$ cat src/er3d_pkg.sv
// Shared types, constants and step tables for the Euler-angle 3D rotator.
`default_nettype none

package er3d_pkg;

    localparam int SAMPLE_W    = 16;
    localparam int OUT_W       = SAMPLE_W + 1;
    localparam int ANGLE_W     = 16;
    localparam int COEF_FRAC   = 16;
    localparam int COEF_W      = COEF_FRAC + 2;
    localparam int PROD_W      = COEF_W + SAMPLE_W;
    localparam int ACC_W       = PROD_W + 2;
    localparam int SUM_W       = ACC_W - COEF_FRAC;
    localparam int IN_DATA_W   = ((3 * SAMPLE_W + 7) / 8) * 8;
    localparam int OUT_DATA_W  = ((3 * OUT_W + 7) / 8) * 8;
    localparam int NUM_LANES   = 3;
    localparam int NUM_SINES   = 6;
    localparam int NUM_COEF    = 9;
    localparam int NUM_STEPS   = 14;
    localparam int COEF_ZX     = 6;
    localparam int OUT_MAX     = (1 << SAMPLE_W) - 1;
    localparam int OUT_MIN     = -(1 << SAMPLE_W);

    localparam logic [ANGLE_W-1:0] QUARTER = 16'h4000;
    localparam logic [30:0] POLY_A = 31'd1686629713;
    localparam logic [30:0] POLY_B = 31'd693598668;
    localparam logic [30:0] POLY_C = 31'd85569306;
    localparam logic [30:0] POLY_D = 31'd5026995;
    localparam logic [30:0] POLY_E = 31'd172272;

    typedef logic signed [COEF_W-1:0]   coef_t;
    typedef logic signed [SAMPLE_W-1:0] sample_t;
    typedef logic signed [SUM_W-1:0]    sum_t;
    typedef coef_t coef_mat_t [NUM_COEF];

    typedef enum logic [1:0] {
        REG_ANGLE_X,
        REG_ANGLE_Y,
        REG_ANGLE_Z
    } reg_idx_t;

    typedef enum logic [2:0] {
        ST_IDLE,
        ST_SQUARE,
        ST_POLY,
        ST_FINISH,
        ST_PRODUCT
    } seq_state_t;

    typedef enum logic [2:0] {
        SRC_SX,
        SRC_CX,
        SRC_SY,
        SRC_CY,
        SRC_SZ,
        SRC_CZ,
        SRC_CZSY,
        SRC_SZSY
    } src_t;

    typedef enum logic [3:0] {
        DST_XX,
        DST_XY,
        DST_XZ,
        DST_YX,
        DST_YY,
        DST_YZ,
        DST_ZX,
        DST_ZY,
        DST_ZZ,
        DST_CZSY,
        DST_SZSY
    } dst_t;

    typedef enum logic [1:0] {
        WB_SET,
        WB_NEG,
        WB_ADD
    } wb_t;

    typedef struct packed {
        src_t a;
        src_t b;
        dst_t dst;
        wb_t  mode;
    } prod_step_t;

    typedef struct packed {
        logic load_prod;
        logic load_sum;
    } lane_ctl_t;

    function automatic logic [30:0] poly_const(input logic [1:0] k);
        logic [30:0] c;
        case (k)
            2'd0:    c = POLY_D;
            2'd1:    c = POLY_C;
            2'd2:    c = POLY_B;
            default: c = POLY_A;
        endcase
        return c;
    endfunction

    function automatic prod_step_t prod_step(input logic [3:0] idx);
        prod_step_t s;
        case (idx)
            4'd0:    s = '{a: SRC_CZ,   b: SRC_SY, dst: DST_CZSY, mode: WB_SET};
            4'd1:    s = '{a: SRC_SZ,   b: SRC_SY, dst: DST_SZSY, mode: WB_SET};
            4'd2:    s = '{a: SRC_CZ,   b: SRC_CY, dst: DST_XX,   mode: WB_SET};
            4'd3:    s = '{a: SRC_SZ,   b: SRC_CX, dst: DST_XY,   mode: WB_NEG};
            4'd4:    s = '{a: SRC_CZSY, b: SRC_SX, dst: DST_XY,   mode: WB_ADD};
            4'd5:    s = '{a: SRC_SZ,   b: SRC_SX, dst: DST_XZ,   mode: WB_SET};
            4'd6:    s = '{a: SRC_CZSY, b: SRC_CX, dst: DST_XZ,   mode: WB_ADD};
            4'd7:    s = '{a: SRC_SZ,   b: SRC_CY, dst: DST_YX,   mode: WB_SET};
            4'd8:    s = '{a: SRC_CZ,   b: SRC_CX, dst: DST_YY,   mode: WB_SET};
            4'd9:    s = '{a: SRC_SZSY, b: SRC_SX, dst: DST_YY,   mode: WB_ADD};
            4'd10:   s = '{a: SRC_CZ,   b: SRC_SX, dst: DST_YZ,   mode: WB_NEG};
            4'd11:   s = '{a: SRC_SZSY, b: SRC_CX, dst: DST_YZ,   mode: WB_ADD};
            4'd12:   s = '{a: SRC_CY,   b: SRC_SX, dst: DST_ZY,   mode: WB_SET};
            default: s = '{a: SRC_CY,   b: SRC_CX, dst: DST_ZZ,   mode: WB_SET};
        endcase
        return s;
    endfunction

endpackage

`default_nettype wire

$ cat src/er3d_lane.sv
// One matrix row: three products and a rounded sum over two register stages.
`default_nettype none

module er3d_lane (
    input  wire logic                  aclk,
    input  wire er3d_pkg::lane_ctl_t   ctl,
    input  wire er3d_pkg::coef_t       coef_a,
    input  wire er3d_pkg::coef_t       coef_b,
    input  wire er3d_pkg::coef_t       coef_c,
    input  wire er3d_pkg::sample_t     x_in,
    input  wire er3d_pkg::sample_t     y_in,
    input  wire er3d_pkg::sample_t     z_in,
    output er3d_pkg::sum_t             sum
);
    import er3d_pkg::*;

    logic signed [PROD_W-1:0] prod_a_reg;
    logic signed [PROD_W-1:0] prod_b_reg;
    logic signed [PROD_W-1:0] prod_c_reg;
    logic signed [ACC_W-1:0]  acc;
    logic signed [ACC_W-1:0]  acc_rnd;
    sum_t                     sum_reg;

    always_ff @(posedge aclk) begin
        if (ctl.load_prod) begin
            prod_a_reg <= coef_a * x_in;
            prod_b_reg <= coef_b * y_in;
            prod_c_reg <= coef_c * z_in;
        end
    end

    always_comb begin
        acc     = ACC_W'(prod_a_reg) + ACC_W'(prod_b_reg) + ACC_W'(prod_c_reg);
        acc_rnd = (acc + ACC_W'(1 << (COEF_FRAC - 1))) >>> COEF_FRAC;
    end

    always_ff @(posedge aclk) begin
        if (ctl.load_sum) begin
            sum_reg <= acc_rnd[SUM_W-1:0];
        end
    end

    assign sum = sum_reg;

endmodule

`default_nettype wire

$ cat config.mk
export PLATFORM = sky130hd
export DESIGN_NAME = er3d_lane
export DESIGN_NICKNAME = d
export VERILOG_FILES = /design/src/er3d_pkg.sv /design/src/er3d_lane.sv
export SDC_FILE = /design/constraint.sdc
export NUM_CORES = 2
export LEC_CHECK = 0
export BUFFER_PORTS_ARGS = -buffer_cell sky130_fd_sc_hd__buf_2
export CORE_MARGIN = 2
export CORE_UTILIZATION = 50
export CTS_CLUSTER_DIAMETER = 150
export DETAILED_ROUTE_END_ITERATION = 12
export PLACE_DENSITY = 0.66
export SYNTH_ARGS = -nofsm -noshare
export SYNTH_HDL_FRONTEND = slang
export SYNTH_SLANG_ARGS = --single-unit
$ cat constraint.sdc
create_clock -name aclk -period 14.2 [get_ports aclk]
set_input_delay 1.42 -clock aclk [delete_from_list [all_inputs] [get_ports aclk]]
set_output_delay 1.42 -clock aclk [all_outputs]
set_load 0.005 [all_outputs]
---- Word level (Yosys, flattened, before mapping) ----
Index checks and enable logic that the tools add are counted.
word-level totals
  flip-flop bits (word level) ............. 122
  input bits .............................. 105
  output and inout port bits .............. 20
  word-level logic and storage cells ...... 10
operators by class
  add/subtract/negate cells ............... 3
  multipliers ............................. 3
operator list
  kind                                                              number
  18-bit by 16-bit multiplier with 34-bit output                    3
  35-bit by 34-bit adder with 36-bit output                         1
  36-bit by 17-bit adder with 36-bit output, second input constant  1
  34-bit by 34-bit adder with 35-bit output                         1

---- Depth between registers and ports, before layout ----
  depth after elaboration ................. 3
  gate-level depth with buffers ........... 25
  mapped depth without buffers ............ 23

---- Worst setup path before layout ----
Ideal clock, no wire load.
  path type ............................... in2reg
  start point ............................. input port x_in[7]
  end point ............................... register prod_a_reg[30] (data pin)
  library setup time ...................... 260 ps
  data arrival time ....................... 7100 ps
  data required time ...................... 13940 ps
  slack ................................... 6841 ps
  stages .................................. 23
  path buffers ............................ 2
  cells stage by stage .................... clkbuf_1 > clkbuf_1 > nand2_1 > fa_1 > inv_1 > fa_1 > fa_1 > fa_1 > fa_1 > inv_1 > fa_1 > inv_1 > ha_1 > nand3_1 > or2_2 > nor3_1 > a21oi_1 > a211oi_1 > nor2_1 > a221oi_1 > a21o_1 > a21oi_1 > xnor2_1
on the way
  word-level cells in the longest chain between the ends .. 1
ends and longest elaborated chain
  what                                            line             text
  start, declared                                 er3d_lane.sv:10  input wire er3d_pkg::sample_t x_in,
  18-bit by 16-bit multiplier with 34-bit output  er3d_lane.sv:26  prod_a_reg <= coef_a * x_in;
  end signal, assigned                            er3d_lane.sv:26
  end, declared                                   er3d_lane.sv:17  logic signed [PROD_W-1:0] prod_a_reg;
No other way between the ends.
A chain may end at the register's enable or synchronous reset.

---- Final worst setup path ----
Ends and elaborated chain as after synthesis.

==> impl_results.md <==
- Mean post-synth cell area: 9.749 um^2
- Status: complete, no violations
- Top FF cell, synth: edfxtp_1
- Layout Nets: 5275
- Initial antenna violation count: 0
- Max-capacitance violation count: 0
- CTS tree: built
- Row count: 101
- CP Max Fanout: 18
- I/O Buffers: 124
- Slew HR: 0.3919
- Detailed Route WL: 84890 um
- Asr flop ratio synth: 0
- Worst Skew: 9.889 ps
- HP Class: reg -> reg
- CTS sink count: 122
- Final hold viol count: 0
- Largest net degree at the start of global routing: 72
- Most common cell after layout, fill and taps aside: inv_1
- Worst skew pair latency: 430 ps
- Cell total after placement: 4902
- EDFF count, synth: 122
- Most frequent cells in the layout: inv_1, fa_1, nand2_1, and2_1, ha_1
- Fill cells: 6899
- Final setup margin: 6711 ps
- Vias: 25619
- Clock Pin Slew Worst Setup and Hold Paths: 70 ps
- Post-synthesis cell type count: 67
- Synth warn: 0
- Area fraction of the dominant cell type after synthesis: 0.4731
- # IOs: 125
- H-tree levels: 4
- Antenna cells: 0
- Crit path to: prod_a_reg[30]
- Register area share after synthesis: 0.09588
- Post-cts sizing count: 0
- Post-route setup TNS: 0 ps
- Yosys reg bits: 122
- Crit. End Element: flop
- Synthesized area: 38210 um^2
- Setup-failing EPs final: 0
- DR iter-0 viols: 1452
- R2r worst-path depth: 13
- Placer Congestion: 0.8728
- Die W: 280.4 um
- CP required: 14380 ps
- Initial core utilization: 0.5039
- Total Routing Usage GR: 0.2345
- Die area: 78640 um^2
- Place WS: 6366 ps
- Dpl hpwl: 70440 um
- Final cell count without fillers: 4934
- Area Growth Syn to Fin: 5.315%
- Gr ovfl total: 0
- Reg2reg start: prod_a_reg[7]
- DRT Pass-1 Iters: 8
- Remaining DRCs: 0
- Crit path launch type: primary input
- Avg Vias per Cell: 5.192
- First-pass GRT wire length: 145600 um
- Worst r2r dst: sum[19]
- Total CTS buffers: 17
- Vias in the first global route: 28035
- Total core area: 75820 um^2
- Worst Tran Pin Value: 912.1 ps
- Drt wl/cell: 17.20 um
- Reg-to-reg slack, setup: 10000 ps
- RSZ-0062 raised after global routing: no
- Die Height: 280.4 um
- Final min period: 7489 ps
- Post-CTS setup buffer count: 0
- Max Buffers Root-to-Sink: 2
- Synth Instances: 3919
- Fin crit share: 0.5274
- CP startpoint: x_in[7]
- Antenna-violating nets left: 0
- Post-cts hold buffer count: 0
- Crit path DAT: 7670 ps
- Worst Setup Path Type: in -> reg
- Slew Limit Fails: 0
- Fmax: 133.5 MHz
- Synth area leaders: fa_1, ha_1, inv_1
- CTS Root Cell: clkbuf_16
- Synth area leader: fa_1
- Layout cells sized above 1: 0.04676
- Syn nets: 5251
cell families (layout without fill, tap and decap cells):
| group | count (synthesis) | count (layout) | share of synthesized area |
|---|---|---|---|
| fa+ha+maj | 1227 | 1227 | 0.5792 |
| buf+inv | 1102 | 1139 | 0.1083 |
| simple gates | 1073 | 1073 | 0.1402 |
| compound gates | 271 | 271 | 0.04801 |
| xor+xnor | 123 | 123 | 0.02820 |
| flops | 122 | 122 | 0.09588 |
| mux | 1 | 1 | 0.0002620 |
cell usage after synthesis, types with 7 or more instances:
cell        n
and2_1    411
xnor2_1    94
nand3_1    18
nor2_1     98
a21o_1     42
clkbuf_1  118
nor2b_1    15
o21ai_0    34
nand4_1    11
nor3_1     19
edfxtp_1  122
a21oi_1    88
inv_1     982
o21a_1     17
o211ai_1    7
a31oi_1     7
nand2b_1   25
ha_1      324
a211oi_1    7
and3_1     11
fa_1      903
o21bai_1   19
nand2_1   440
xor2_1     29
per-layer routing:
layer  GRT usage  share of wire  up-vias
met3     0.02798          0.058       90
met1      0.3329           0.44    13163
met4     0.04813          0.019        0
li1            -              -    11672
met2      0.3899           0.48      694
met5           0              0        -
worst max-delay path, stage by stage:
cell,delay (ps)
buf_2,350
nand2_1,140
fa_1,550
inv_1,50
fa_1,520
inv_1,60
fa_1,530
inv_1,50
fa_1,450
fa_1,490
inv_1,50
fa_1,480
inv_1,40
ha_1,350
nand3_1,80
or2_2,300
nor3_1,170
a21oi_1,140
a211oi_1,440
nor2_1,100
a221oi_1,500
a21o_1,190
a21oi_1,70
xnor2_1,130
how the worst min path moves through the flow:
stage | start | endpoint | slack, ps | depth (start not counted)
6_report | prod_c_reg[15] | sum[0] | 980 | 3
2_1_floorplan | prod_c_reg[15] | sum[0] | 870 | 3
3_3_place_gp | prod_c_reg[15] | sum[0] | 960 | 3
5_1_grt | prod_c_reg[15] | sum[0] | 1030 | 3
4_1_cts | prod_c_reg[15] | sum[0] | 980 | 3
3_5_place_dp | prod_c_reg[15] | sum[0] | 950 | 3
per-stage QoR:
step | utilization | area, um^2 | hold slack, ps
after floorplan | - | 38210 | 869.4
after global placement | 0.5224 | 39610 | 958.2
after detailed placement | 0.5224 | 39610 | 954.1
after CTS | 0.5307 | 40240 | 976.8
after global routing | 0.5307 | 40240 | 1033
final | 0.5307 | 40240 | 979.3
area by class of cell:
type                            count  area (um^2)  share of cell area
Timing Repair Buffer              125        630.6             0.01567
Clock buffer                       17        425.4             0.01057
Tap cell                          978         1224             0.03041
Sequential cell                   122         3664             0.09104
Inverter                          982         3686             0.09160
Clock inverter                     15        201.4            0.005006
Multi-Input combinational cell   2695        30410              0.7557
Power is not shown: default switching activity piles up to over one toggle a cycle in this logic, so the estimate is an artifact.
