<file path="config.mk">
export PLATFORM = sky130hd
export DESIGN_NAME = er3d_merge
export DESIGN_NICKNAME = d
export VERILOG_FILES = /design/src/er3d_pkg.sv /design/src/er3d_merge.sv
export SDC_FILE = /design/constraint.sdc
export NUM_CORES = 1
export LEC_CHECK = 0
export BUFFER_PORTS_ARGS = -buffer_cell sky130_fd_sc_hd__buf_4
export CAP_MARGIN = 5
export CORE_AREA = 2 2 108 110
export DETAILED_ROUTE_END_ITERATION = 16
export DIE_AREA = 0 0 110 112
export GPL_TIMING_DRIVEN = 0
export PLACE_DENSITY = 0.58
export SETUP_SLACK_MARGIN = 0.05
export SLEW_MARGIN = 20
export SYNTH_ARGS = -nofsm -noshare
export SYNTH_HDL_FRONTEND = slang
export SYNTH_SLANG_ARGS = --single-unit
</file>
<file path="constraint.sdc">
create_clock -name aclk -period 1.29 [get_ports aclk]
set_input_delay 0.129 -clock aclk [delete_from_list [all_inputs] [get_ports aclk]]
set_output_delay 0.129 -clock aclk [all_outputs]
set_load 0.005 [all_outputs]
</file>
<file path="src/er3d_pkg.sv">
// Shared types, constants and step tables for the Euler-angle 3D rotator.
`default_nettype none

package er3d_pkg;

    localparam int SAMPLE_W    = 16;
    localparam int OUT_W       = SAMPLE_W + 1;
    localparam int ANGLE_W     = 16;
    localparam int COEF_FRAC   = 16;
    localparam int COEF_W      = COEF_FRAC + 2;
    localparam int PROD_W      = COEF_W + SAMPLE_W;
    localparam int ACC_W       = PROD_W + 2;
    localparam int SUM_W       = ACC_W - COEF_FRAC;
    localparam int IN_DATA_W   = ((3 * SAMPLE_W + 7) / 8) * 8;
    localparam int OUT_DATA_W  = ((3 * OUT_W + 7) / 8) * 8;
    localparam int NUM_LANES   = 3;
    localparam int NUM_SINES   = 6;
    localparam int NUM_COEF    = 9;
    localparam int NUM_STEPS   = 14;
    localparam int COEF_ZX     = 6;
    localparam int OUT_MAX     = (1 << SAMPLE_W) - 1;
    localparam int OUT_MIN     = -(1 << SAMPLE_W);

    localparam logic [ANGLE_W-1:0] QUARTER = 16'h4000;
    localparam logic [30:0] POLY_A = 31'd1686629713;
    localparam logic [30:0] POLY_B = 31'd693598668;
    localparam logic [30:0] POLY_C = 31'd85569306;
    localparam logic [30:0] POLY_D = 31'd5026995;
    localparam logic [30:0] POLY_E = 31'd172272;

    typedef logic signed [COEF_W-1:0]   coef_t;
    typedef logic signed [SAMPLE_W-1:0] sample_t;
    typedef logic signed [SUM_W-1:0]    sum_t;
    typedef coef_t coef_mat_t [NUM_COEF];

    typedef enum logic [1:0] {
        REG_ANGLE_X,
        REG_ANGLE_Y,
        REG_ANGLE_Z
    } reg_idx_t;

    typedef enum logic [2:0] {
        ST_IDLE,
        ST_SQUARE,
        ST_POLY,
        ST_FINISH,
        ST_PRODUCT
    } seq_state_t;

    typedef enum logic [2:0] {
        SRC_SX,
        SRC_CX,
        SRC_SY,
        SRC_CY,
        SRC_SZ,
        SRC_CZ,
        SRC_CZSY,
        SRC_SZSY
    } src_t;

    typedef enum logic [3:0] {
        DST_XX,
        DST_XY,
        DST_XZ,
        DST_YX,
        DST_YY,
        DST_YZ,
        DST_ZX,
        DST_ZY,
        DST_ZZ,
        DST_CZSY,
        DST_SZSY
    } dst_t;

    typedef enum logic [1:0] {
        WB_SET,
        WB_NEG,
        WB_ADD
    } wb_t;

    typedef struct packed {
        src_t a;
        src_t b;
        dst_t dst;
        wb_t  mode;
    } prod_step_t;

    typedef struct packed {
        logic load_prod;
        logic load_sum;
    } lane_ctl_t;

    function automatic logic [30:0] poly_const(input logic [1:0] k);
        logic [30:0] c;
        case (k)
            2'd0:    c = POLY_D;
            2'd1:    c = POLY_C;
            2'd2:    c = POLY_B;
            default: c = POLY_A;
        endcase
        return c;
    endfunction

    function automatic prod_step_t prod_step(input logic [3:0] idx);
        prod_step_t s;
        case (idx)
            4'd0:    s = '{a: SRC_CZ,   b: SRC_SY, dst: DST_CZSY, mode: WB_SET};
            4'd1:    s = '{a: SRC_SZ,   b: SRC_SY, dst: DST_SZSY, mode: WB_SET};
            4'd2:    s = '{a: SRC_CZ,   b: SRC_CY, dst: DST_XX,   mode: WB_SET};
            4'd3:    s = '{a: SRC_SZ,   b: SRC_CX, dst: DST_XY,   mode: WB_NEG};
            4'd4:    s = '{a: SRC_CZSY, b: SRC_SX, dst: DST_XY,   mode: WB_ADD};
            4'd5:    s = '{a: SRC_SZ,   b: SRC_SX, dst: DST_XZ,   mode: WB_SET};
            4'd6:    s = '{a: SRC_CZSY, b: SRC_CX, dst: DST_XZ,   mode: WB_ADD};
            4'd7:    s = '{a: SRC_SZ,   b: SRC_CY, dst: DST_YX,   mode: WB_SET};
            4'd8:    s = '{a: SRC_CZ,   b: SRC_CX, dst: DST_YY,   mode: WB_SET};
            4'd9:    s = '{a: SRC_SZSY, b: SRC_SX, dst: DST_YY,   mode: WB_ADD};
            4'd10:   s = '{a: SRC_CZ,   b: SRC_SX, dst: DST_YZ,   mode: WB_NEG};
            4'd11:   s = '{a: SRC_SZSY, b: SRC_CX, dst: DST_YZ,   mode: WB_ADD};
            4'd12:   s = '{a: SRC_CY,   b: SRC_SX, dst: DST_ZY,   mode: WB_SET};
            default: s = '{a: SRC_CY,   b: SRC_CX, dst: DST_ZZ,   mode: WB_SET};
        endcase
        return s;
    endfunction

endpackage

`default_nettype wire

</file>
<file path="src/er3d_merge.sv">
// Output stage: clamp the three lane sums and pack them into one result beat.
`default_nettype none

module er3d_merge (
    input  wire logic                                aclk,
    input  wire logic                                load,
    input  wire er3d_pkg::sum_t                      sum_x,
    input  wire er3d_pkg::sum_t                      sum_y,
    input  wire er3d_pkg::sum_t                      sum_z,
    output logic [er3d_pkg::OUT_DATA_W-1:0]          tdata
);
    import er3d_pkg::*;

    localparam int PAD_W = OUT_DATA_W - 3 * OUT_W;

    logic [OUT_DATA_W-1:0] tdata_reg;
    logic [OUT_W-1:0]      x_out;
    logic [OUT_W-1:0]      y_out;
    logic [OUT_W-1:0]      z_out;

    function automatic logic [OUT_W-1:0] clamp(input sum_t s);
        logic [OUT_W-1:0] r;
        if (s > sum_t'(OUT_MAX)) begin
            r = OUT_W'(OUT_MAX);
        end else if (s < sum_t'(OUT_MIN)) begin
            r = OUT_W'(OUT_MIN);
        end else begin
            r = s[OUT_W-1:0];
        end
        return r;
    endfunction

    always_comb begin
        x_out = clamp(sum_x);
        y_out = clamp(sum_y);
        z_out = clamp(sum_z);
    end

    always_ff @(posedge aclk) begin
        if (load) begin
            tdata_reg <= {{PAD_W{1'b0}}, z_out, y_out, x_out};
        end
    end

    assign tdata = tdata_reg;

endmodule

`default_nettype wire

</file>
-- Yosys cells after proc, flatten, opt, wreduce, memory -nomap -nowiden
Index checks and enable logic that the tools add are counted.
- memories kept: 0
- latch bits: 0
- bits in registers: 51
- RAM bits: 0
- ROM bits: 0
- logic and storage cells: 12
- output and inout bits: 56
- bits of input ports: 62
- equality and inequality tests: 0
- bitwise logic cells: 0
- muxes and demuxes: 3
- divide/modulo/power cells: 0
- shift operators: 0
- $add $sub $neg: 0
- order comparisons: 6
- reduce and logical (&&, ||, !) cells: 0
- multiply operators: 0
- operators with widths (cell ; number):
    20-bit by 17-bit greater-than comparator with 1-bit output, second input constant ; 3
    20-bit by 17-bit < comparator with 1-bit output, second input constant ; 3
    17-bit two-way mux ; 3

-- Logic depth before layout (Yosys ltp)
Gate-level depths: netlist of the first run.
- word-level depth: 2
- depth in mapped cells: 4
- gate-level depth less buffers: 2

-- Worst setup path after synthesis of the first run
No wires, ideal clock.
- path kind: input to register
- start: input sum_x[17]
- end: register tdata_reg[5], in the netlist tdata[5], data pin
- library setup time: 263 ps
- buffers on the path: 2
- data arrival time: 701 ps
- data required time: 1027 ps
- stages on the path: 4
- setup slack: 326 ps
- path through: buf_4 buf_2 nor4_1 nor3_1
- word-level cells in the longest chain between the ends: 2
- elaborated cells on any way between the ends: 3
- those cells by class: order compare: 2; mux: 1
- ends and longest elaborated chain (what ; line ; RTL):
    start, declared ; er3d_merge.sv:7 ; input wire er3d_pkg::sum_t sum_x,
    20-bit by 17-bit < comparator with 1-bit output ; er3d_merge.sv:25 ; end else if (s < sum_t'(OUT_MIN)) begin
    17-bit two-way mux ; er3d_merge.sv:25 ;
    end signal, assigned ; er3d_merge.sv:41 ; tdata_reg <= {{PAD_W{1'b0}}, z_out, y_out, x_out};
    end, declared ; er3d_merge.sv:16 ; logic [OUT_DATA_W-1:0] tdata_reg;
Parallel ways exist; a longest one is shown, timed or not.
A chain may end at the register's enable or synchronous reset.

-- Final worst setup path of the first run
- start: register tdata_reg[45], in the netlist tdata[45]
- end: output tdata[45] (netlist bit)
- RTL lines (what ; line ; RTL):
    end, declared ; er3d_merge.sv:10 ; output logic [er3d_pkg::OUT_DATA_W-1:0] tdata
No word-level cell between the ends.

==> qor.yml, run 1 <==
final_layout:
  largest_reg_flops: 51
  nets: 413
  layout-drive-gt1-share_pct: 41.8
  fin_area_mm2: 0.00385
  synthToLayoutAreaGrowth_pct: 41.4
  antenna_cells: 0
  fillers: 1123
yosys:
  yosysTopAreaCell: "edfxtp_1"
  synth.area.top_cells: "edfxtp_1 (56%), a21boi_0 (11%), nor4_1 (11%), nor3_1 (8.8%), buf_2 (3.1%)"
  synth_cell_types: 11
  netlist_area_mm2: 0.00272
  syn_inst: 234
  yosysWarningCount: 0
  synth_enable_flop_cells: 51
  yosysSeqAreaShare_pct: 56.3
  synth_flop_cell: "edfxtp_1"
  synth.most_common_cell: "edfxtp_1"
  ys_async_sr_fraction_pct: 0
  netlist_top_cells_count: "edfxtp_1 (51), nor3_1 (48), nor4_1 (48)"
  ys_ff_latch: 51
  synth_top_area_share_pct: 56.3
  synth_area_per_cell_um2: 11.6
worst_hold_path:
  hold_path_class: "primary input to flip-flop"
  holdPathStages: 2
place:
  dp_hpwl_um: 5300
  gp_routability_congestion: 0.750
  dpl_cell_area_mm2: 0.00371
  post-place-ws_ns: 0.172
  portBuffers: 106
setup_path:
  cpMaxStageDelayCell: "edfxtp_1"
  cp_top_family: "flip-flops"
  crit_buf_inv: 1
  cpPeakStageDelay_ns: 0.39
  worst-path-max-fanout: 1
  start_kind: "flip-flop"
  crit_chain: "buf_4"
  worstPathArrival_ns: 0.83
  path_depth: 1
  crit_type: "flip-flop to primary output"
  crit_path_end_kind: "primary output"
  cp.required_ns: 1.16
cts:
  htree_levels: 2
  clock_path_buffers: 2
  clk_pin_slew_ns: 0.07
  post_cts_buffers: 0
  clock_sinks: 51
  cts_resized: 0
  cts_hold_buf: 0
  cts_tree: "done"
  cts_buffers: 5
  cts-root-buf: "clkbuf_16"
drt:
  drtIter0Drc: 131
  wl_per_cell_um: 14.5
  ant_nets: 0
  drc: 0
  num_vias: 2343
  dr.pass1.iters: 4
  via_per_inst: 4.73
  drt_wl_total_um: 7170
pwr:
  p_clk_share_pct: 30.6
  p_int_mw: 3.18
  power_frac_comb_pct: 20.0
  swShare_pct: 23.7
  switching_power_mw: 0.986
  pwr-share-seq_pct: 49.5
  p_leak_nw: 1.47
  max-vdd-ir-drop_mv: 0.501
  power.density_mw_per_mm2: 1080
global_route:
  grt_pass1_wl_um: 11200
  grt_start_max_net_pins: 52
  grt_pass1_vias: 2268
  globalRouteTotalUtil_pct: 11.5
  grt-ovfl-total: 0
  antenna_found_initial: 0
floorplanning:
  die_h_um: 112
  die_w_um: 110
  die-area_mm2: 0.0123
  core_mm2: 0.0112
  io_pins: 118
  start_util_pct: 24.3
  std_cell_rows: 39
timing:
  tns_ns: 0
  finalHoldViolCount: 0
  rsz0062_at_grt: "no"
  finalCriticalPeriod_ns: 0.961
  slew_headroom_pct: 55.9
  setup-violations-final: 0
  holdWs_ns: 0.149
  period_share_pct: 74.5
  drv_slew: 0
  fin_ws_ns: 0.329
  tightest_slew_ns: 0.661
  fmax_mhz: 1040
job:
  maxCapViolations: 0
outcome:
  outcome: "finished, final reports clean"
==> per-stage QoR <==
step	instances	utilization, %	power [mW]
final	495	34.4	4.16
after global routing	495	34.4	4.36
after CTS	495	34.4	4.22
after detailed placement	487	33.2	2.93
after global placement	487	33.2	2.92
after floorplan	238	-	2.42
==> layout make-up <==
cell class | count | area (µm²) | area share (%)
Buffer | 35 | 228 | 5.92
Timing Repair Buffer | 106 | 796 | 20.7
Tap cell | 143 | 179 | 4.65
Clock buffer | 7 | 133 | 3.45
Clock inverter | 1 | 5.00 | 0.130
Sequential cell | 51 | 1530 | 39.8
Multi-Input combinational cell | 152 | 976 | 25.4
==> final timing paths <==
check                      from         to
worst min-delay path  sum_x[19]  tdata[16]
worst max-delay path  tdata[45]  tdata[45]
==> logic make-up (layout without fill, tap and decap cells) <==
group,after synthesis,after routing,synth area share (%)
and+or+nand+nor,96,96,19.9
buffers and inverters,35,149,8.37
AOI/OAI and AO/OA,51,51,15.3
DFF,51,51,56.3
other,1,5,0.138
==> layer usage <==
layer | GRT usage (%) | wire [µm]
met5 | 0 | 0
met4 | 4.98 | 130
met3 | 2.69 | 478
met2 | 18.4 | 3420
met1 | 14.7 | 3140
==> layout by cell type (no fill, tap or decap) <==
cell type / netlist / routed
nor4_1: 48 / 48
buf_6: 5 / 5
a21boi_1: 7 / 7
buf_2: 17 / 17
nor3_1: 48 / 48
clkbuf_16: 0 / 5
conb_1: 1 / 5
edfxtp_1: 51 / 51
a21boi_4: 3 / 3
clkbuf_1: 3 / 5
clkinv_2: 0 / 1
buf_4: 10 / 116
a21boi_0: 41 / 41
==> power by group through the flow <==
stage          sequential (mW)  clock, mW  combinational (mW)
4_1_cts                   2.06       1.32               0.836
6_report                  2.06       1.27               0.831
3_3_place_gp              2.09          0               0.823
5_1_grt                   2.07       1.38               0.908
3_5_place_dp              2.10          0               0.834
2_1_floorplan             2.11          0               0.314
Power figures use the tool's default switching activity.
==> run 2, diff against run 1 <==
ABC_AREA = 1   (was unset)
CORE_AREA = 2 2 96 98   (was 2 2 108 110)
DIE_AREA = 0 0 98 100   (was 0 0 110 112)
PLACE_DENSITY = 0.62   (was 0.58)
clock period = 0.8 ns   (was 1.29 ns; I/O delays follow)
==> run 2 against run 1 <==
Effect of this change:
- the flow now finishes with violations (setup timing)
- critical path depth unchanged
- final area down 14%
- worst setup slack worse by 0.45 ns
- area after synthesis down 22%
- wire length down 30%
- clock power up 66%
- critical path type unchanged
- critical endpoint is now tdata[17]
- highest routed layer unchanged
==> qor.yml, run 2 <==
yosys:
  synth.most_common_cell: "nand2_1"
  synth_area_per_cell_um2: 11.6
  netlist_area_mm2: 0.00212
  synth_enable_flop_cells: 51
  synth_flop_cell: "edfxtp_1"
  synth_top_area_share_pct: 72.2
  netlist_top_cells_count: "nand2_1 (99), edfxtp_1 (51), inv_1 (6), nand2_2 (6), buf_4 (5)"
  syn_inst: 183
  yosysSeqAreaShare_pct: 72.2
  yosysTopAreaCell: "edfxtp_1"
  yosysWarningCount: 0
  synth_cell_types: 11
  ys_async_sr_fraction_pct: 0
  synth.area.top_cells: "edfxtp_1 (72%), nand2_1 (18%), buf_8 (2.1%), buf_4 (1.8%), nand2_2 (1.8%)"
  ys_ff_latch: 51
pwr:
  switching_power_mw: 1.37
  p_clk_share_pct: 32.6
  swShare_pct: 21.2
  p_leak_nw: 1.55
  p_int_mw: 5.11
  design_power_total_mw: 6.48
  power.density_mw_per_mm2: 1960
  pwr-share-seq_pct: 51.1
  power_frac_comb_pct: 16.3
  max-vdd-ir-drop_mv: 0.656
outcome:
  outcome: "complete, but fails checks"
  violations: "setup timing"
floorplanning:
  die_w_um: 98
  die_h_um: 100
  std_cell_rows: 35
  io_pins: 118
  start_util_pct: 23.9
  die-area_mm2: 0.00980
  core_mm2: 0.00889
cts:
  clk_pin_slew_ns: 0.10
  htree_levels: 2
  clock_path_buffers: 2
  cts-root-buf: "clkbuf_8"
  cts_tree: "done"
  clock_sinks: 51
  cts_buffers: 5
  cts_hold_buf: 0
global_route:
  grt_pass1_vias: 1622
  grt_pass1_wl_um: 7820
  antenna_found_initial: 0
  grt-ovfl-total: 0
  globalRouteTotalUtil_pct: 10.2
  grt_start_max_net_pins: 52
drt:
  ant_nets: 0
  met3WireLength_um: 347
  drtIter0Drc: 66
  wl_met2_um: 2690
  via_per_inst: 3.95
  wl_per_cell_um: 12.0
  wl_met1_um: 1900
  drc: 0
  dr.pass1.iters: 4
  num_vias: 1651
  top_layer: "met4"
  drt_wl_total_um: 5020
setup_path:
  start_kind: "flip-flop"
  worstPathArrival_ns: 0.85
  crit_chain: "buf_4"
  cp_top_family: "flip-flops"
  crit_path_end_kind: "primary output"
  crit_buf_inv: 1
  crit_start: "tdata[17]"
  crit_type: "flip-flop to primary output"
  cpPeakStageDelay_ns: 0.39
  worst-path-max-fanout: 1
  cp.required_ns: 0.72
  cpMaxStageDelayCell: "edfxtp_1"
timing:
  drv_slew: 0
  slew_headroom_pct: 55.3
  rsz0062_at_grt: "yes"
  finalHoldViolCount: 0
  finalCriticalPeriod_ns: 0.925
  fin_ws_ns: -0.125
  holdWs_ns: 0.0384
  fmax_mhz: 1080
  tightest_slew_ns: 0.670
  period_share_pct: 116
  setup-violations-final: 51
worst_hold_path:
  hold_path_class: "primary input to flip-flop"
  worstHoldStart: "sum_z[5]"
final_layout:
  final_cell_mix: "buf_4 (107), nand2_1 (99), edfxtp_1 (51)"
  largest_reg_flops: 51
  layout_commonest_cell: "buf_4"
  fillers: 916
  final_util_pct: 37.2
  antenna_cells: 0
  layout-drive-gt1-share_pct: 45.3
  fin_cells: 418
  nets: 368
  synthToLayoutAreaGrowth_pct: 56.0
  fin_area_mm2: 0.00331
place:
  dp_hpwl_um: 3730
  placed_cells: 410
  dpl_cell_area_mm2: 0.00314
  portBuffers: 112
  gp_routability_congestion: 0.693
job:
  maxCapViolations: 0
run 2: cell types whose count changed in the layout (fill, tap and decap cells not counted), sizes merged, moves of 2 or more:
cell	before	now
nor3	48	0
buf	138	123
nor4	48	0
a21boi	51	0
bufinv	0	2
inv	0	6
nand3	0	3
nor2	0	3
nand2	0	105
run 2: cell families after synthesis:
family / after synthesis / synth area share (%)
flip-flops: 51 / 72.2
buffers and inverters: 20 / 7.08
other: 1 / 0.177
AND/OR/NAND/NOR: 111 / 20.5
run 2: metal layers:
metal | up-vias | GRT usage, %
li1 | 823 | -
met4 | 0 | 3.85
met5 | - | 0
met2 | 56 | 18.4
met3 | 6 | 2.72
met1 | 766 | 11.5
run 2: stage by stage:
| stage | worst slack [ns] | setup TNS (ns) |
|---|---|---|
| after CTS | -0.144 | -5.94 |
| after floorplan | 0.0516 | 0 |
| after global placement | -0.201 | -15.70 |
| final | -0.125 | -5.06 |
| after detailed placement | -0.224 | -17.27 |
| after global routing | -0.173 | -7.19 |
run 2: power groups by stage:
stage          sequential, mW  combinational (mW)  clock (mW)
2_1_floorplan            3.39               0.291           0
3_5_place_dp             3.37                1.05           0
4_1_cts                  3.31                1.06        2.18
5_1_grt                  3.34                1.17        2.27
3_3_place_gp             3.36                1.04           0
6_report                 3.31                1.06        2.11
run 2: path summary, 6_finish.rpt:
check	endpoint	cells after the start
setup / recovery	tdata[17]	1
hold / removal	tdata[39]	3
run 2: final cells by class:
type | instances | area (µm²) | area share, %
Clock buffer | 6 | 72.6 | 2.19
Timing Repair Buffer | 112 | 878 | 26.6
Sequential cell | 51 | 1530 | 46.3
Buffer | 14 | 128 | 3.86
Inverter | 6 | 22.5 | 0.681
Multi-Input combinational cell | 116 | 477 | 14.4
Clock inverter | 2 | 60.1 | 1.82
Tap cell | 111 | 139 | 4.20
run 2: timing repair:
action	4_1_cts	5_1_grt
pin swaps	0	0
gates cloned	0	0
setup endpoints to repair	51	51
gates resized for setup	3	7
buffers inserted	0	0
==> run 3, diff against run 2 <==
CORE_AREA = 2 2 114 83   (was 2 2 96 98)
DIE_AREA = 0 0 116 85   (was 0 0 98 100)
==> run 3 against run 2 <==
Effect of this change:
- the run still ends with setup timing left
- sequential share of layout area fell by 0.40 points
- core utilization rose by 0.79 points
- clock power shrank 2%
- largest power group unchanged
==> qor.yml, run 3 (same netlist as run 2, synthesis figures left out) <==
outcome:
  outcome: "complete, but fails checks"
  violations: "setup timing"
place:
  portBuffers: 112
  dpl_cell_area_mm2: 0.00315
  dp_hpwl_um: 3730
  placed_cells: 423
  post-place-ws_ns: -0.231
  gp_routability_congestion: 0.682
floorplanning:
  core_mm2: 0.00878
  start_util_pct: 24.2
  std_cell_rows: 29
  io_pins: 118
  die-area_mm2: 0.00986
  die_w_um: 116
  die_h_um: 85
timing:
  finalCriticalPeriod_ns: 0.896
  fin_ws_ns: -0.0956
  holdWs_ns: 0.0576
  period_share_pct: 112
  setup-violations-final: 51
  tns_ns: -3.75
  rsz0062_at_grt: "yes"
  drv_slew: 0
  finalHoldViolCount: 0
  fmax_mhz: 1120
final_layout:
  largest_reg_flops: 51
  final_util_pct: 38.0
  multi_input_area_um2: 477
  regArea_mm2: 0.00153
  final_cell_mix: "buf_4 (106), nand2_1 (99), edfxtp_1 (51)"
  nets: 368
  layout_commonest_cell: "buf_4"
  antenna_cells: 0
  fin_area_mm2: 0.00334
  layout-drive-gt1-share_pct: 45.3
  fin_cells: 431
  synthToLayoutAreaGrowth_pct: 57.3
  fillers: 879
global_route:
  globalRouteTotalUtil_pct: 9.86
  grt_start_max_net_pins: 52
  grt_pass1_wl_um: 7450
  grt_pass1_vias: 1554
  antenna_found_initial: 0
  grt-ovfl-total: 0
setup_path:
  crit_start: "tdata[0]"
  crit_chain: "buf_4"
  cp.required_ns: 0.72
  crit_type: "flip-flop to primary output"
  worst-path-max-fanout: 1
  cpMaxStageDelayCell: "edfxtp_1"
  worstPathArrival_ns: 0.82
  cp_top_family: "flip-flops"
  cpPeakStageDelay_ns: 0.38
  start_kind: "flip-flop"
  crit_path_end_kind: "primary output"
  crit_buf_inv: 1
pwr:
  swShare_pct: 22.1
  p_clk_share_pct: 32.1
  p_leak_nw: 1.55
  p_int_mw: 5.02
  switching_power_mw: 1.42
  design_power_total_mw: 6.45
  pwr-share-seq_pct: 51.4
  max-vdd-ir-drop_mv: 0.704
  power.density_mw_per_mm2: 1930
  power_frac_comb_pct: 16.5
drt:
  num_vias: 1638
  ant_nets: 0
  wl_per_cell_um: 11.4
  via_per_inst: 3.80
  dr.pass1.iters: 4
  drt_wl_total_um: 4930
  drtIter0Drc: 54
  drc: 0
cts:
  clock_sinks: 51
  cts_hold_buf: 0
  cts_tree: "done"
  clk_pin_slew_ns: 0.07
  clock_path_buffers: 2
  htree_levels: 2
  cts_buffers: 5
  cts-root-buf: "clkbuf_16"
worst_hold_path:
  worstHoldStart: "sum_y[13]"
  hold_path_class: "primary input to flip-flop"
job:
  maxCapViolations: 0
-- run 3: cell types whose count changed in the layout (fill, tap and decap cells not counted) --
| cell | previous run | this run |
|---|---|---|
| clkbuf_16 | 0 | 5 |
| clkinvlp_4 | 0 | 1 |
| buf_4 | 107 | 106 |
| clkbuf_8 | 5 | 0 |
| bufinv_16 | 2 | 0 |
| clkinv_2 | 0 | 1 |
| buf_6 | 13 | 14 |
-- run 3: per-layer routing --
metal	GRT usage, %	vias up	share of wire [%]	wire length, µm
met3	1.86	8	6.1	302
met5	0	-	0	0
met4	4.22	0	1.5	76
met1	12.8	741	45	2200
li1	-	826	-	-
met2	16.2	63	48	2360
-- run 3: final cells by class --
cell class              count  area share, %
flip-flops and latches     51           45.9
repair buffers            112           26.4
multi-input cells         116           14.3
well taps                 124           4.65
clock buffers               6           3.86
plain buffers              14           3.82
inverters                   6          0.675
clock inverters             2          0.375
-- run 3: final timing paths --
kind / to / slack [ns] / cells after the start
min: tdata[30] / 0.06 / 3
max: tdata[0] / -0.1 / 1
-- run 3: worst min-delay path, cell delays in order --
cell and delay (ns):
buf_4 0.08, nand2_1 0.04, nand2_1 0.04
-- run 3: what timing repair did --
action | 4_1_cts | 5_1_grt
setup buffers | 0 | 0
resized for setup | 2 | 9
endpoints found under the setup margin | 51 | 74
-- run 3: power by group through the flow --
stage / logic (mW) / clock network (mW) / registers [mW]
finish: 1.06 / 2.07 / 3.31
global route: 1.17 / 2.27 / 3.33
global placement: 1.04 / 0 / 3.36
detailed placement: 1.06 / 0 / 3.37
CTS: 1.06 / 2.16 / 3.31
floorplan: 0.291 / 0 / 3.39
