[src/er3d_pkg.sv]
// Shared types, constants and step tables for the Euler-angle 3D rotator.
`default_nettype none

package er3d_pkg;

    localparam int SAMPLE_W    = 16;
    localparam int OUT_W       = SAMPLE_W + 1;
    localparam int ANGLE_W     = 16;
    localparam int COEF_FRAC   = 16;
    localparam int COEF_W      = COEF_FRAC + 2;
    localparam int PROD_W      = COEF_W + SAMPLE_W;
    localparam int ACC_W       = PROD_W + 2;
    localparam int SUM_W       = ACC_W - COEF_FRAC;
    localparam int IN_DATA_W   = ((3 * SAMPLE_W + 7) / 8) * 8;
    localparam int OUT_DATA_W  = ((3 * OUT_W + 7) / 8) * 8;
    localparam int NUM_LANES   = 3;
    localparam int NUM_SINES   = 6;
    localparam int NUM_COEF    = 9;
    localparam int NUM_STEPS   = 14;
    localparam int COEF_ZX     = 6;
    localparam int OUT_MAX     = (1 << SAMPLE_W) - 1;
    localparam int OUT_MIN     = -(1 << SAMPLE_W);

    localparam logic [ANGLE_W-1:0] QUARTER = 16'h4000;
    localparam logic [30:0] POLY_A = 31'd1686629713;
    localparam logic [30:0] POLY_B = 31'd693598668;
    localparam logic [30:0] POLY_C = 31'd85569306;
    localparam logic [30:0] POLY_D = 31'd5026995;
    localparam logic [30:0] POLY_E = 31'd172272;

    typedef logic signed [COEF_W-1:0]   coef_t;
    typedef logic signed [SAMPLE_W-1:0] sample_t;
    typedef logic signed [SUM_W-1:0]    sum_t;
    typedef coef_t coef_mat_t [NUM_COEF];

    typedef enum logic [1:0] {
        REG_ANGLE_X,
        REG_ANGLE_Y,
        REG_ANGLE_Z
    } reg_idx_t;

    typedef enum logic [2:0] {
        ST_IDLE,
        ST_SQUARE,
        ST_POLY,
        ST_FINISH,
        ST_PRODUCT
    } seq_state_t;

    typedef enum logic [2:0] {
        SRC_SX,
        SRC_CX,
        SRC_SY,
        SRC_CY,
        SRC_SZ,
        SRC_CZ,
        SRC_CZSY,
        SRC_SZSY
    } src_t;

    typedef enum logic [3:0] {
        DST_XX,
        DST_XY,
        DST_XZ,
        DST_YX,
        DST_YY,
        DST_YZ,
        DST_ZX,
        DST_ZY,
        DST_ZZ,
        DST_CZSY,
        DST_SZSY
    } dst_t;

    typedef enum logic [1:0] {
        WB_SET,
        WB_NEG,
        WB_ADD
    } wb_t;

    typedef struct packed {
        src_t a;
        src_t b;
        dst_t dst;
        wb_t  mode;
    } prod_step_t;

    typedef struct packed {
        logic load_prod;
        logic load_sum;
    } lane_ctl_t;

    function automatic logic [30:0] poly_const(input logic [1:0] k);
        logic [30:0] c;
        case (k)
            2'd0:    c = POLY_D;
            2'd1:    c = POLY_C;
            2'd2:    c = POLY_B;
            default: c = POLY_A;
        endcase
        return c;
    endfunction

    function automatic prod_step_t prod_step(input logic [3:0] idx);
        prod_step_t s;
        case (idx)
            4'd0:    s = '{a: SRC_CZ,   b: SRC_SY, dst: DST_CZSY, mode: WB_SET};
            4'd1:    s = '{a: SRC_SZ,   b: SRC_SY, dst: DST_SZSY, mode: WB_SET};
            4'd2:    s = '{a: SRC_CZ,   b: SRC_CY, dst: DST_XX,   mode: WB_SET};
            4'd3:    s = '{a: SRC_SZ,   b: SRC_CX, dst: DST_XY,   mode: WB_NEG};
            4'd4:    s = '{a: SRC_CZSY, b: SRC_SX, dst: DST_XY,   mode: WB_ADD};
            4'd5:    s = '{a: SRC_SZ,   b: SRC_SX, dst: DST_XZ,   mode: WB_SET};
            4'd6:    s = '{a: SRC_CZSY, b: SRC_CX, dst: DST_XZ,   mode: WB_ADD};
            4'd7:    s = '{a: SRC_SZ,   b: SRC_CY, dst: DST_YX,   mode: WB_SET};
            4'd8:    s = '{a: SRC_CZ,   b: SRC_CX, dst: DST_YY,   mode: WB_SET};
            4'd9:    s = '{a: SRC_SZSY, b: SRC_SX, dst: DST_YY,   mode: WB_ADD};
            4'd10:   s = '{a: SRC_CZ,   b: SRC_SX, dst: DST_YZ,   mode: WB_NEG};
            4'd11:   s = '{a: SRC_SZSY, b: SRC_CX, dst: DST_YZ,   mode: WB_ADD};
            4'd12:   s = '{a: SRC_CY,   b: SRC_SX, dst: DST_ZY,   mode: WB_SET};
            default: s = '{a: SRC_CY,   b: SRC_CX, dst: DST_ZZ,   mode: WB_SET};
        endcase
        return s;
    endfunction

endpackage

`default_nettype wire

[src/er3d_coef.sv]
// Angle registers and the shared-multiplier sequencer that rebuilds the rotation matrix.
`default_nettype none

module er3d_coef (
    input  wire logic                          aclk,
    input  wire logic                          aresetn,
    input  wire logic                          cfg_wr_en,
    input  wire logic [1:0]                    cfg_addr,
    input  wire logic [er3d_pkg::ANGLE_W-1:0]  cfg_wdata,
    output logic                               busy,
    output er3d_pkg::coef_mat_t                coef
);
    import er3d_pkg::*;

    logic [ANGLE_W-1:0] angle_x_reg, angle_x_next;
    logic [ANGLE_W-1:0] angle_y_reg, angle_y_next;
    logic [ANGLE_W-1:0] angle_z_reg, angle_z_next;
    seq_state_t         state_reg, state_next;
    logic               phase_reg, phase_next;
    logic [2:0]         sel_reg, sel_next;
    logic [1:0]         poly_reg, poly_next;
    logic [3:0]         step_reg, step_next;
    logic [30:0]        x2_reg, x2_next;
    logic [30:0]        p_reg, p_next;
    coef_t              sine_reg [NUM_SINES];
    coef_t              sine_next [NUM_SINES];
    coef_t              czsy_reg, czsy_next;
    coef_t              szsy_reg, szsy_next;
    coef_mat_t          coef_reg, coef_next;
    logic signed [63:0] mul_reg;

    logic [ANGLE_W-1:0] angle_sel;
    logic [ANGLE_W-1:0] angle_eff;
    logic [1:0]         quad;
    logic [14:0]        u_val;
    logic [ANGLE_W-1:0] u_wide;
    logic signed [31:0] op_a;
    logic signed [31:0] op_b;
    prod_step_t         pstep;
    coef_t              val_a;
    coef_t              val_b;
    logic [31:0]        s30;
    logic [32:0]        s_full;
    logic [COEF_FRAC:0] s_mag;
    coef_t              sine_val;
    logic signed [63:0] rnd_full;
    coef_t              rnd;
    coef_t              wb_val;
    logic [3:0]         dst_idx;

    always_comb begin
        case (sel_reg)
            3'd0, 3'd1: angle_sel = angle_x_reg;
            3'd2, 3'd3: angle_sel = angle_y_reg;
            default:    angle_sel = angle_z_reg;
        endcase
        angle_eff = angle_sel + (sel_reg[0] ? QUARTER : '0);
        quad      = angle_eff[ANGLE_W-1:ANGLE_W-2];
        u_wide    = QUARTER - {2'b00, angle_eff[ANGLE_W-3:0]};
        u_val     = quad[0] ? u_wide[14:0] : {1'b0, angle_eff[ANGLE_W-3:0]};
    end

    function automatic coef_t pick(input src_t s, input coef_t sx, input coef_t cx,
                                   input coef_t sy, input coef_t cy, input coef_t sz,
                                   input coef_t cz, input coef_t czsy, input coef_t szsy);
        coef_t v;
        case (s)
            SRC_SX:   v = sx;
            SRC_CX:   v = cx;
            SRC_SY:   v = sy;
            SRC_CY:   v = cy;
            SRC_SZ:   v = sz;
            SRC_CZ:   v = cz;
            SRC_CZSY: v = czsy;
            default:  v = szsy;
        endcase
        return v;
    endfunction

    always_comb begin
        pstep = prod_step(step_reg);
        val_a = pick(pstep.a, sine_reg[0], sine_reg[1], sine_reg[2], sine_reg[3],
                     sine_reg[4], sine_reg[5], czsy_reg, szsy_reg);
        val_b = pick(pstep.b, sine_reg[0], sine_reg[1], sine_reg[2], sine_reg[3],
                     sine_reg[4], sine_reg[5], czsy_reg, szsy_reg);
        case (state_reg)
            ST_SQUARE: begin
                op_a = {17'b0, u_val};
                op_b = {17'b0, u_val};
            end
            ST_POLY: begin
                op_a = {1'b0, x2_reg};
                op_b = {1'b0, p_reg};
            end
            ST_FINISH: begin
                op_a = {17'b0, u_val};
                op_b = {1'b0, p_reg};
            end
            ST_PRODUCT: begin
                op_a = 32'(val_a);
                op_b = 32'(val_b);
            end
            default: begin
                op_a = '0;
                op_b = '0;
            end
        endcase
    end

    always_ff @(posedge aclk) begin
        mul_reg <= op_a * op_b;
    end

    always_comb begin
        s30    = mul_reg[45:14];
        s_full = ({1'b0, s30} + 33'(1 << (29 - COEF_FRAC))) >> (30 - COEF_FRAC);
        s_mag  = (s_full > 33'(1 << COEF_FRAC)) ? (COEF_FRAC+1)'(1 << COEF_FRAC)
                                               : s_full[COEF_FRAC:0];
        sine_val = quad[1] ? -coef_t'({1'b0, s_mag}) : coef_t'({1'b0, s_mag});
        rnd_full = (mul_reg + (64'sd1 <<< (COEF_FRAC - 1))) >>> COEF_FRAC;
        rnd      = rnd_full[COEF_W-1:0];
        dst_idx  = pstep.dst;
    end

    always_comb begin
        angle_x_next = angle_x_reg;
        angle_y_next = angle_y_reg;
        angle_z_next = angle_z_reg;
        state_next   = state_reg;
        phase_next   = phase_reg;
        sel_next     = sel_reg;
        poly_next    = poly_reg;
        step_next    = step_reg;
        x2_next      = x2_reg;
        p_next       = p_reg;
        sine_next    = sine_reg;
        czsy_next    = czsy_reg;
        szsy_next    = szsy_reg;
        coef_next    = coef_reg;
        wb_val       = rnd;

        if (state_reg != ST_IDLE) begin
            phase_next = !phase_reg;
        end

        case (state_reg)
            ST_SQUARE: begin
                if (phase_reg) begin
                    x2_next    = {mul_reg[28:0], 2'b00};
                    p_next     = POLY_E;
                    poly_next  = '0;
                    state_next = ST_POLY;
                end
            end
            ST_POLY: begin
                if (phase_reg) begin
                    p_next    = poly_const(poly_reg) - mul_reg[60:30];
                    poly_next = poly_reg + 2'd1;
                    if (poly_reg == 2'd3) begin
                        state_next = ST_FINISH;
                    end
                end
            end
            ST_FINISH: begin
                if (phase_reg) begin
                    sine_next[sel_reg] = sine_val;
                    if (sel_reg == 3'(NUM_SINES - 1)) begin
                        step_next  = '0;
                        state_next = ST_PRODUCT;
                    end else begin
                        sel_next   = sel_reg + 3'd1;
                        state_next = ST_SQUARE;
                    end
                end
            end
            ST_PRODUCT: begin
                if (phase_reg) begin
                    case (pstep.mode)
                        WB_SET:  wb_val = rnd;
                        WB_NEG:  wb_val = -rnd;
                        WB_ADD:  wb_val = coef_reg[dst_idx] + rnd;
                        default: wb_val = rnd;
                    endcase
                    case (pstep.dst)
                        DST_CZSY: czsy_next = wb_val;
                        DST_SZSY: szsy_next = wb_val;
                        default:  coef_next[dst_idx] = wb_val;
                    endcase
                    step_next = step_reg + 4'd1;
                    if (step_reg == 4'(NUM_STEPS - 1)) begin
                        coef_next[COEF_ZX] = -sine_reg[2];
                        state_next         = ST_IDLE;
                    end
                end
            end
            default: ;
        endcase

        if (cfg_wr_en) begin
            case (cfg_addr)
                REG_ANGLE_X: angle_x_next = cfg_wdata;
                REG_ANGLE_Y: angle_y_next = cfg_wdata;
                REG_ANGLE_Z: angle_z_next = cfg_wdata;
                default: ;
            endcase
            if (cfg_addr inside {REG_ANGLE_X, REG_ANGLE_Y, REG_ANGLE_Z}) begin
                state_next = ST_SQUARE;
                sel_next   = '0;
                phase_next = 1'b0;
            end
        end
    end

    always_ff @(posedge aclk) begin
        if (!aresetn) begin
            angle_x_reg <= '0;
            angle_y_reg <= '0;
            angle_z_reg <= '0;
            state_reg   <= ST_IDLE;
            phase_reg   <= 1'b0;
            sel_reg     <= '0;
            poly_reg    <= '0;
            step_reg    <= '0;
            for (int i = 0; i < NUM_COEF; i++) begin
                coef_reg[i] <= (i == 0 || i == 4 || i == 8) ? coef_t'(1 << COEF_FRAC) : '0;
            end
        end else begin
            angle_x_reg <= angle_x_next;
            angle_y_reg <= angle_y_next;
            angle_z_reg <= angle_z_next;
            state_reg   <= state_next;
            phase_reg   <= phase_next;
            sel_reg     <= sel_next;
            poly_reg    <= poly_next;
            step_reg    <= step_next;
            coef_reg    <= coef_next;
        end
    end

    always_ff @(posedge aclk) begin
        x2_reg   <= x2_next;
        p_reg    <= p_next;
        sine_reg <= sine_next;
        czsy_reg <= czsy_next;
        szsy_reg <= szsy_next;
    end

    assign busy = (state_reg != ST_IDLE);
    assign coef = coef_reg;

endmodule

`default_nettype wire

[config.mk]
export PLATFORM = sky130hd
export DESIGN_NAME = er3d_coef
export DESIGN_NICKNAME = d
export VERILOG_FILES = /design/src/er3d_pkg.sv /design/src/er3d_coef.sv
export SDC_FILE = /design/constraint.sdc
export NUM_CORES = 2
export LEC_CHECK = 0
export BUFFER_PORTS_ARGS = -buffer_cell sky130_fd_sc_hd__buf_2
export CORE_UTILIZATION = 65
export DETAILED_ROUTE_END_ITERATION = 10
export PLACE_DENSITY = 0.83
export SETUP_SLACK_MARGIN = 0.1
export SYNTH_ARGS = -nofsm -noshare
export SYNTH_HDL_FRONTEND = slang
export SYNTH_SLANG_ARGS = --single-unit
[constraint.sdc]
create_clock -name aclk -period 19.6 [get_ports aclk]
set_input_delay 2.94 -clock aclk [delete_from_list [all_inputs] [get_ports aclk]]
set_output_delay 2.94 -clock aclk [all_outputs]
set_load 0.05 [all_outputs]
Yosys cells after proc, flatten, opt, wreduce, memory -nomap -nowiden
Memory sizes are Yosys's and may differ from the RTL's. A register that Yosys moved wholly into a read port is not among the register bits.
Cells that the tools add are included.
Operators by class
  reduce and logical (&&, ||, !) cells: 28
  $lt $le $gt $ge: 5
  $add $sub $neg: 12
  multiplexer cells: 56
  eq/ne operators: 36
  $mul: 1
  bitwise gates (word level): 3
Operator list (count)
  case mux 18 bit (7 select lines): 2
  case mux 32 bit (3 select lines): 2
  bitwise mux 162 bit: 1
  two-way mux 18 bit: 8
  two-way mux 31 bit: 4
  bitwise mux 108 bit: 1
  case mux 31 bit (3 select lines): 1
  binary-select mux 18 bit (select 4 bit): 1
  demux 18 bit (select 4 bit): 1
  case mux 31 bit (2 select lines): 1
  multiplier 32 x 32 -> 61 bit: 1
  demux 18 bit (select 3 bit): 1
  two-way mux 54 bit: 1
  two-way mux 3 bit: 14
  negation 18 bit: 2
  case mux 18 bit (2 select lines): 1
  adder 34 x 17 -> 34 bit, second input constant: 1
  adder 32 x 14 -> 33 bit, second input constant: 1
  case mux 16 bit (2 select lines): 1
  subtractor 31 bit: 1
  two-way mux 15 bit: 2
  == test 3 x 2 -> 1 bit, second input constant: 8
  == test 3 bit, second input constant: 8
  two-way mux 4 bit: 5
  other kinds (37): 72
Storage, ports and cells
  output and inout bits: 163
  bits in read-only memories: 176
  register bits after elaboration: 488
  memories: 1
  logic and storage cells: 170
  bits of input ports: 21
Memories
  (name not given): words 16, bits a word 11, read ports 1, clocked after Yosys merged registers in 1, write ports 0, line er3d_pkg.sv:106  | case (idx)

Longest topological paths before layout
  word-level depth: 11
  depth in mapped cells: 44
  depth with buffers taken out: 41

Least setup slack after synthesis
No wires, ideal clock.
  path kind: register to register
  from: register sel_reg[0]
  to: register mul_reg[59]
  period minus slack after synthesis: 10248 ps
  path buffers: 2
  path slack: 9352 ps
  data required time: 19528 ps
  library setup time: 72 ps
  arrival time: 10176 ps
  cell stages (with the launch flop): 36
  cells stage by stage: dfxtp_1 inv_1 ha_1 o21ba_2 a211oi_4 buf_4 nand2_1 nand2_1 ha_1 clkinv_1 mux2_2 a222oi_1 clkbuf_1 nor2_1 ha_1 fa_1 fa_1 fa_1 inv_1 fa_1 inv_1 fa_1 fa_1 inv_1 fa_1 inv_1 ha_1 a211oi_1 nand2_1 or2_2 a2111oi_0 o21ai_0 a221oi_2 o21ai_0 a211oi_1 xnor2_1
Between the ends
  word-level cells in the longest chain between the ends: 8
  elaborated cells on any way between the ends: 14
  those cells by class: 2 x add/sub; 1 x mul; 3 x eq/ne; 5 x mux; 3 x reduce/logical
RTL lines
  start: declaration: line er3d_coef.sv:20  | logic [2:0] sel_reg, sel_next;
  start signal: assignment: line er3d_coef.sv:233  | sel_reg <= sel_next;
  == test 3 x 2 -> 1 bit (tied with other cells): line er3d_coef.sv:52  | case (sel_reg)
  OR reduction 2 bit: line er3d_coef.sv:52
  case mux 16 bit (2 select lines): line er3d_coef.sv:52
  adder 16 x 15 -> 16 bit *: line er3d_coef.sv:57  | angle_eff = angle_sel + (sel_reg[0] ? QUARTER : '0);
  subtractor 15 x 14 -> 15 bit: line er3d_coef.sv:59  | u_wide = QUARTER - {2'b00, angle_eff[ANGLE_W-3:0]};
  two-way mux 15 bit *: line er3d_coef.sv:60  | u_val = quad[0] ? u_wide[14:0] : {1'b0, angle_eff[ANGLE_W-3:0]};
  case mux 32 bit (3 select lines): line er3d_coef.sv:86  | case (state_reg)
  multiplier 32 x 32 -> 61 bit *: line er3d_coef.sv:111  | mul_reg <= op_a * op_b;
  end signal: assignment: line er3d_coef.sv:111
  end: declaration: line er3d_coef.sv:30  | logic signed [63:0] mul_reg;
Mark *: on every way between the ends. The rest lies on a longest branch, timed or not.
A chain may end at the register's enable or synchronous reset.

Worst setup path in the final report
  from: register sel_reg[0]
  to: register mul_reg[58]
The elaborated chain is that of the path after synthesis.

==> results by group <==
Clocking
  • Total CTS buffers: 50
  • CTS HTree Levels: 2
  • CTS Buffer Depth: 3
  • CTS root buffer: clkbuf_16
  • Post-cts hold buffer count: 0
  • CTS tree: done
  • Worst-Skew Late Latency: 630 ps
  • Post-CTS setup buffers: 0
  • Clk slew on worst S/H paths: 70 ps
  • Post_cts resized: 0
  • CTS Sinks: 499

Detailed routing
  • Via count: 47527
  • DR vias/cell: 6.246
  • Wirelength per Cell: 23.63 µm
  • Initial DRT Pass Iterations: 6
  • Initial DRC Count: 5495
  • Drt drc: 0
  • ANT nets after route: 0
  • Total Wirelength: 179800 µm

Global route
  • M3 GR Usage: 11.49%
  • Grt met1 use: 51.08%
  • GR Util met2: 61.56%
  • Initial antenna violation count: 6
  • GRT Total Usage: 40.04%
  • Pin count of the biggest net entering global routing: 106
  • First-pass GRT wire length: 277100 µm
  • GRT busiest layer: met2
  • GRT Residual Overflow: 0
  • Vias in the first global route: 48369

Placed design
  • Cell Area, Placed: 61340 µm²
  • DP Wirelength: 139900 µm
  • Port buffer count: 183
  • RD Place Congestion: 1.038

Timing
  • Final slew viol count: 0
  • Worst slew margin: 10.11%
  • Crit path time final: 12430 ps
  • Fin. Hold Viols: 0
  • Fmax: 80.46 MHz
  • RSZ-0062 raised after global routing: false
  • Final setup viols: 0
  • Fin crit share: 63.41%
  • Worst Max-Slew Pin Slew: 1348 ps
  • Setup tns final: 0 ps
  • Clock Skews: 30.85 ps

Synth
  • Area contributors post-synth: fa_1, edfxtp_1, dfxtp_1
  • Largest family of logic cells by synthesized area: adder cells
  • Adder-cell share of the synthesized area: 40.96%
  • Synth Area in Compound Gates: 9.873%
  • Ys async rst share: 0%
  • Yosys reg bits: 499
  • Mux cell area share after synthesis: 3.240%
  • Post-Synthesis Cells: 6343
  • EDFF count, synth: 204
  • Main flop type after synthesis: dfxtp_1
  • Synthesized area: 59050 µm²
  • Synth Area in XOR/XNOR: 2.566%
  • Netlist cell types: 96
  • Syn_area_per_cell: 9.310 µm²
  • Syn_nets: 7666
  • Sequential area share after synthesis: 20.37%
  • Yosys top cell area share: 35.66%
  • Yosys synthesis warning count: 0
  • Synth Area in Simple Gates: 13.82%
  • Yosys top cell by area: fa_1

Pwr
  • Leakage: 27.76 nW
  • Sequential power share: 50.5%
  • Clock power frac: 44.3%
  • Comb pwr share: 5.2%
  • Psw: 0.0005254 W
  • Maximum vdd drop: 67.34 µV
  • Internal power: 0.001632 W
  • Switch share: 24.35%
  • Pwr Density: 34.27 nW/µm²

Floorplanning
  • Number of top-level pins: 184
  • Row count: 110
  • Die area: 92060 µm²
  • Width of the die: 303.4 µm
  • Core region area: 90010 µm²
  • Starting density of the core: 65.61%
  • Die Y: 303.4 µm

Finish
  • Largest register FFs: 162
  • Fin nets: 7711
  • Final instance area: 62950 µm²
  • Layout cell share with drive strength beyond 1: 8.896%
  • Fill count: 6756
  • Layout area overhead: 6.602%

Setup path
  • Critical Path Max Stage Delay: 960 ps
  • Reg2Reg Launch Point: sel_reg[0]$_SDFF_PN0_
  • Flop-to-flop setup slack: 7170 ps
  • CP Data Arrival Time: 12930 ps
  • R2R Path End: mul_reg[58]$_DFF_P_
  • CP Capture Type: register
  • Largest fanout on the critical path: 17
  • Reg2Reg Depth: 36
  • Critical path class: register to register
  • Element type at the critical path start: register
  • CP dominant cell by count: fa_1
  • Required time worst endpoint: 20110 ps
  • Slowest CP cell: fa_1

Min path
  • Hold Path Origin: mul_reg[8]$_DFF_P_
  • WHS Endpoint: x2_reg[10]$_DFFE_PP_
  • Hold Path Stages: 0
  • Worst hold path type: register to register

Run status
  • Outcome: completed

Job
  • Max-cap violations: 0
[cells in the final DEF (no fill, tap or decap), drive strengths merged, types with 8 or more instances in the layout]
| cell | instances |
|---|---|
| a21oi | 271 |
| and3 | 21 |
| clkbuf | 69 |
| nor3 | 59 |
| or2 | 16 |
| inv | 1091 |
| mux2i | 58 |
| mux2 | 12 |
| a22oi | 29 |
| a211oi | 132 |
| xnor2 | 124 |
| o21ai | 187 |
| buf | 312 |
| a31oi | 14 |
| nor3b | 9 |
| clkinv | 14 |
| and2 | 34 |
| o221ai | 8 |
| a21o | 44 |
| nand2 | 894 |
| fa | 1052 |
| nor2 | 743 |
| nand4 | 20 |
| xor2 | 49 |
| nand2b | 32 |
| a211o | 13 |
| a221oi | 19 |
| nor2b | 23 |
| edfxtp | 204 |
| nor4 | 15 |
| dfxtp | 295 |
| ha | 250 |
| a221o | 18 |
| o21a | 22 |
| o22ai | 13 |
| mux4 | 53 |
| o211ai | 29 |
| a21boi | 9 |
| or3 | 17 |
| nand3 | 47 |
[critical path: cells and delay by family, from the launching register on]
| family | cells | cell delay [ps] |
|---|---|---|
| XOR/XNOR | 1 | 140 |
| AO/OA/AOI/OAI | 7 | 2720 |
| AND/OR/NAND/NOR | 10 | 2410 |
| buffers and inverters | 7 | 880 |
| adder cells (fa/ha/maj) | 11 | 5580 |
| flip-flops | 1 | 560 |
[layer usage]
metal	up-vias	share of wire (%)	wire length, µm
li1	20123	-	-
met1	23532	35	62930
met2	3105	45	80520
met3	761	13	23800
met4	6	7.0	12500
met5	-	0.018	32
[metrics by stage]
step                      total power [W]  hold slack (ps)  std cells  setup WS [ps]  utilization, %
after floorplan                  0.001173            385.5       6343           9352               -
after global placement           0.001216            386.8       7512           7661           68.14
after global routing             0.002201            406.4       7607           6564           69.93
final                            0.002157            395.7       7609           7172           69.94
after CTS                        0.002150            405.7       7606           7381           69.93
after detailed placement         0.001218            392.0       7512           7441           68.14
[synthesized netlist by cell type, drive strengths merged, types with 21 or more instances]
cell type  number
inv          1088
fa           1052
nand2         894
nor2          743
dfxtp         295
a21oi         271
clkbuf        265
ha            250
edfxtp        204
o21ai         187
a211oi        132
xnor2         124
nor3           59
mux2i          58
buf            54
mux4           53
xor2           49
nand3          47
a21o           44
and2           34
nand2b         32
a22oi          29
o211ai         29
nor2b          23
o21a           22
and3           21
[how the worst max path moves through the flow]
| stage | startpoint | endpoint | slack (ps) | depth (start not counted) |
|---|---|---|---|---|
| 6_report | sel_reg[0]$_SDFF_PN0_ | mul_reg[58]$_DFF_P_ | 7170 | 36 |
| 5_1_grt | sel_reg[0]$_SDFF_PN0_ | mul_reg[59]$_DFF_P_ | 6560 | 39 |
| 4_1_cts | sel_reg[0]$_SDFF_PN0_ | mul_reg[58]$_DFF_P_ | 7380 | 36 |
| 3_5_place_dp | sel_reg[0]$_SDFF_PN0_ | mul_reg[59]$_DFF_P_ | 7440 | 39 |
| 3_3_place_gp | sel_reg[0]$_SDFF_PN0_ | mul_reg[60]$_DFF_P_ | 7660 | 36 |
| 2_1_floorplan | sel_reg[0]$_SDFF_PN0_ | mul_reg[59]$_DFF_P_ | 9350 | 35 |
[power groups by stage]
stage	logic (W)	clock network (W)	registers [W]
3_5_place_dp	0.000107	0	0.00111
3_3_place_gp	0.000106	0	0.00111
6_report	0.000112	0.000957	0.00109
2_1_floorplan	0.0000668	0	0.00111
4_1_cts	0.000108	0.000954	0.00109
5_1_grt	0.000117	0.000995	0.00109
[kinds of logic (layout without fill, tap and decap cells)]
kind of cell | Yosys count | after routing
buffers and inverters | 1408 | 1495
other | 0 | 3
multiplexers | 123 | 123
AO/OA/AOI/OAI | 879 | 879
adder cells (fa/ha/maj) | 1302 | 1302
flip-flops | 499 | 499
AND/OR/NAND/NOR | 1959 | 1959
XOR/XNOR | 173 | 173
[area by class of cell]
cell class                 instances  area (µm²)  share of cell area, %
antenna                            3       7.507                0.01193
clock buffer                      69        1373                  2.180
clock inverter                    25       236.5                 0.3756
inverter                        1089        4090                  6.497
multi-input combinational       4436       41850                  66.48
sequential                       499       12040                  19.12
tap                             1176        1471                  2.337
timing repair buffer             312        1884                  2.993
(Power assumes the default switching activity.)
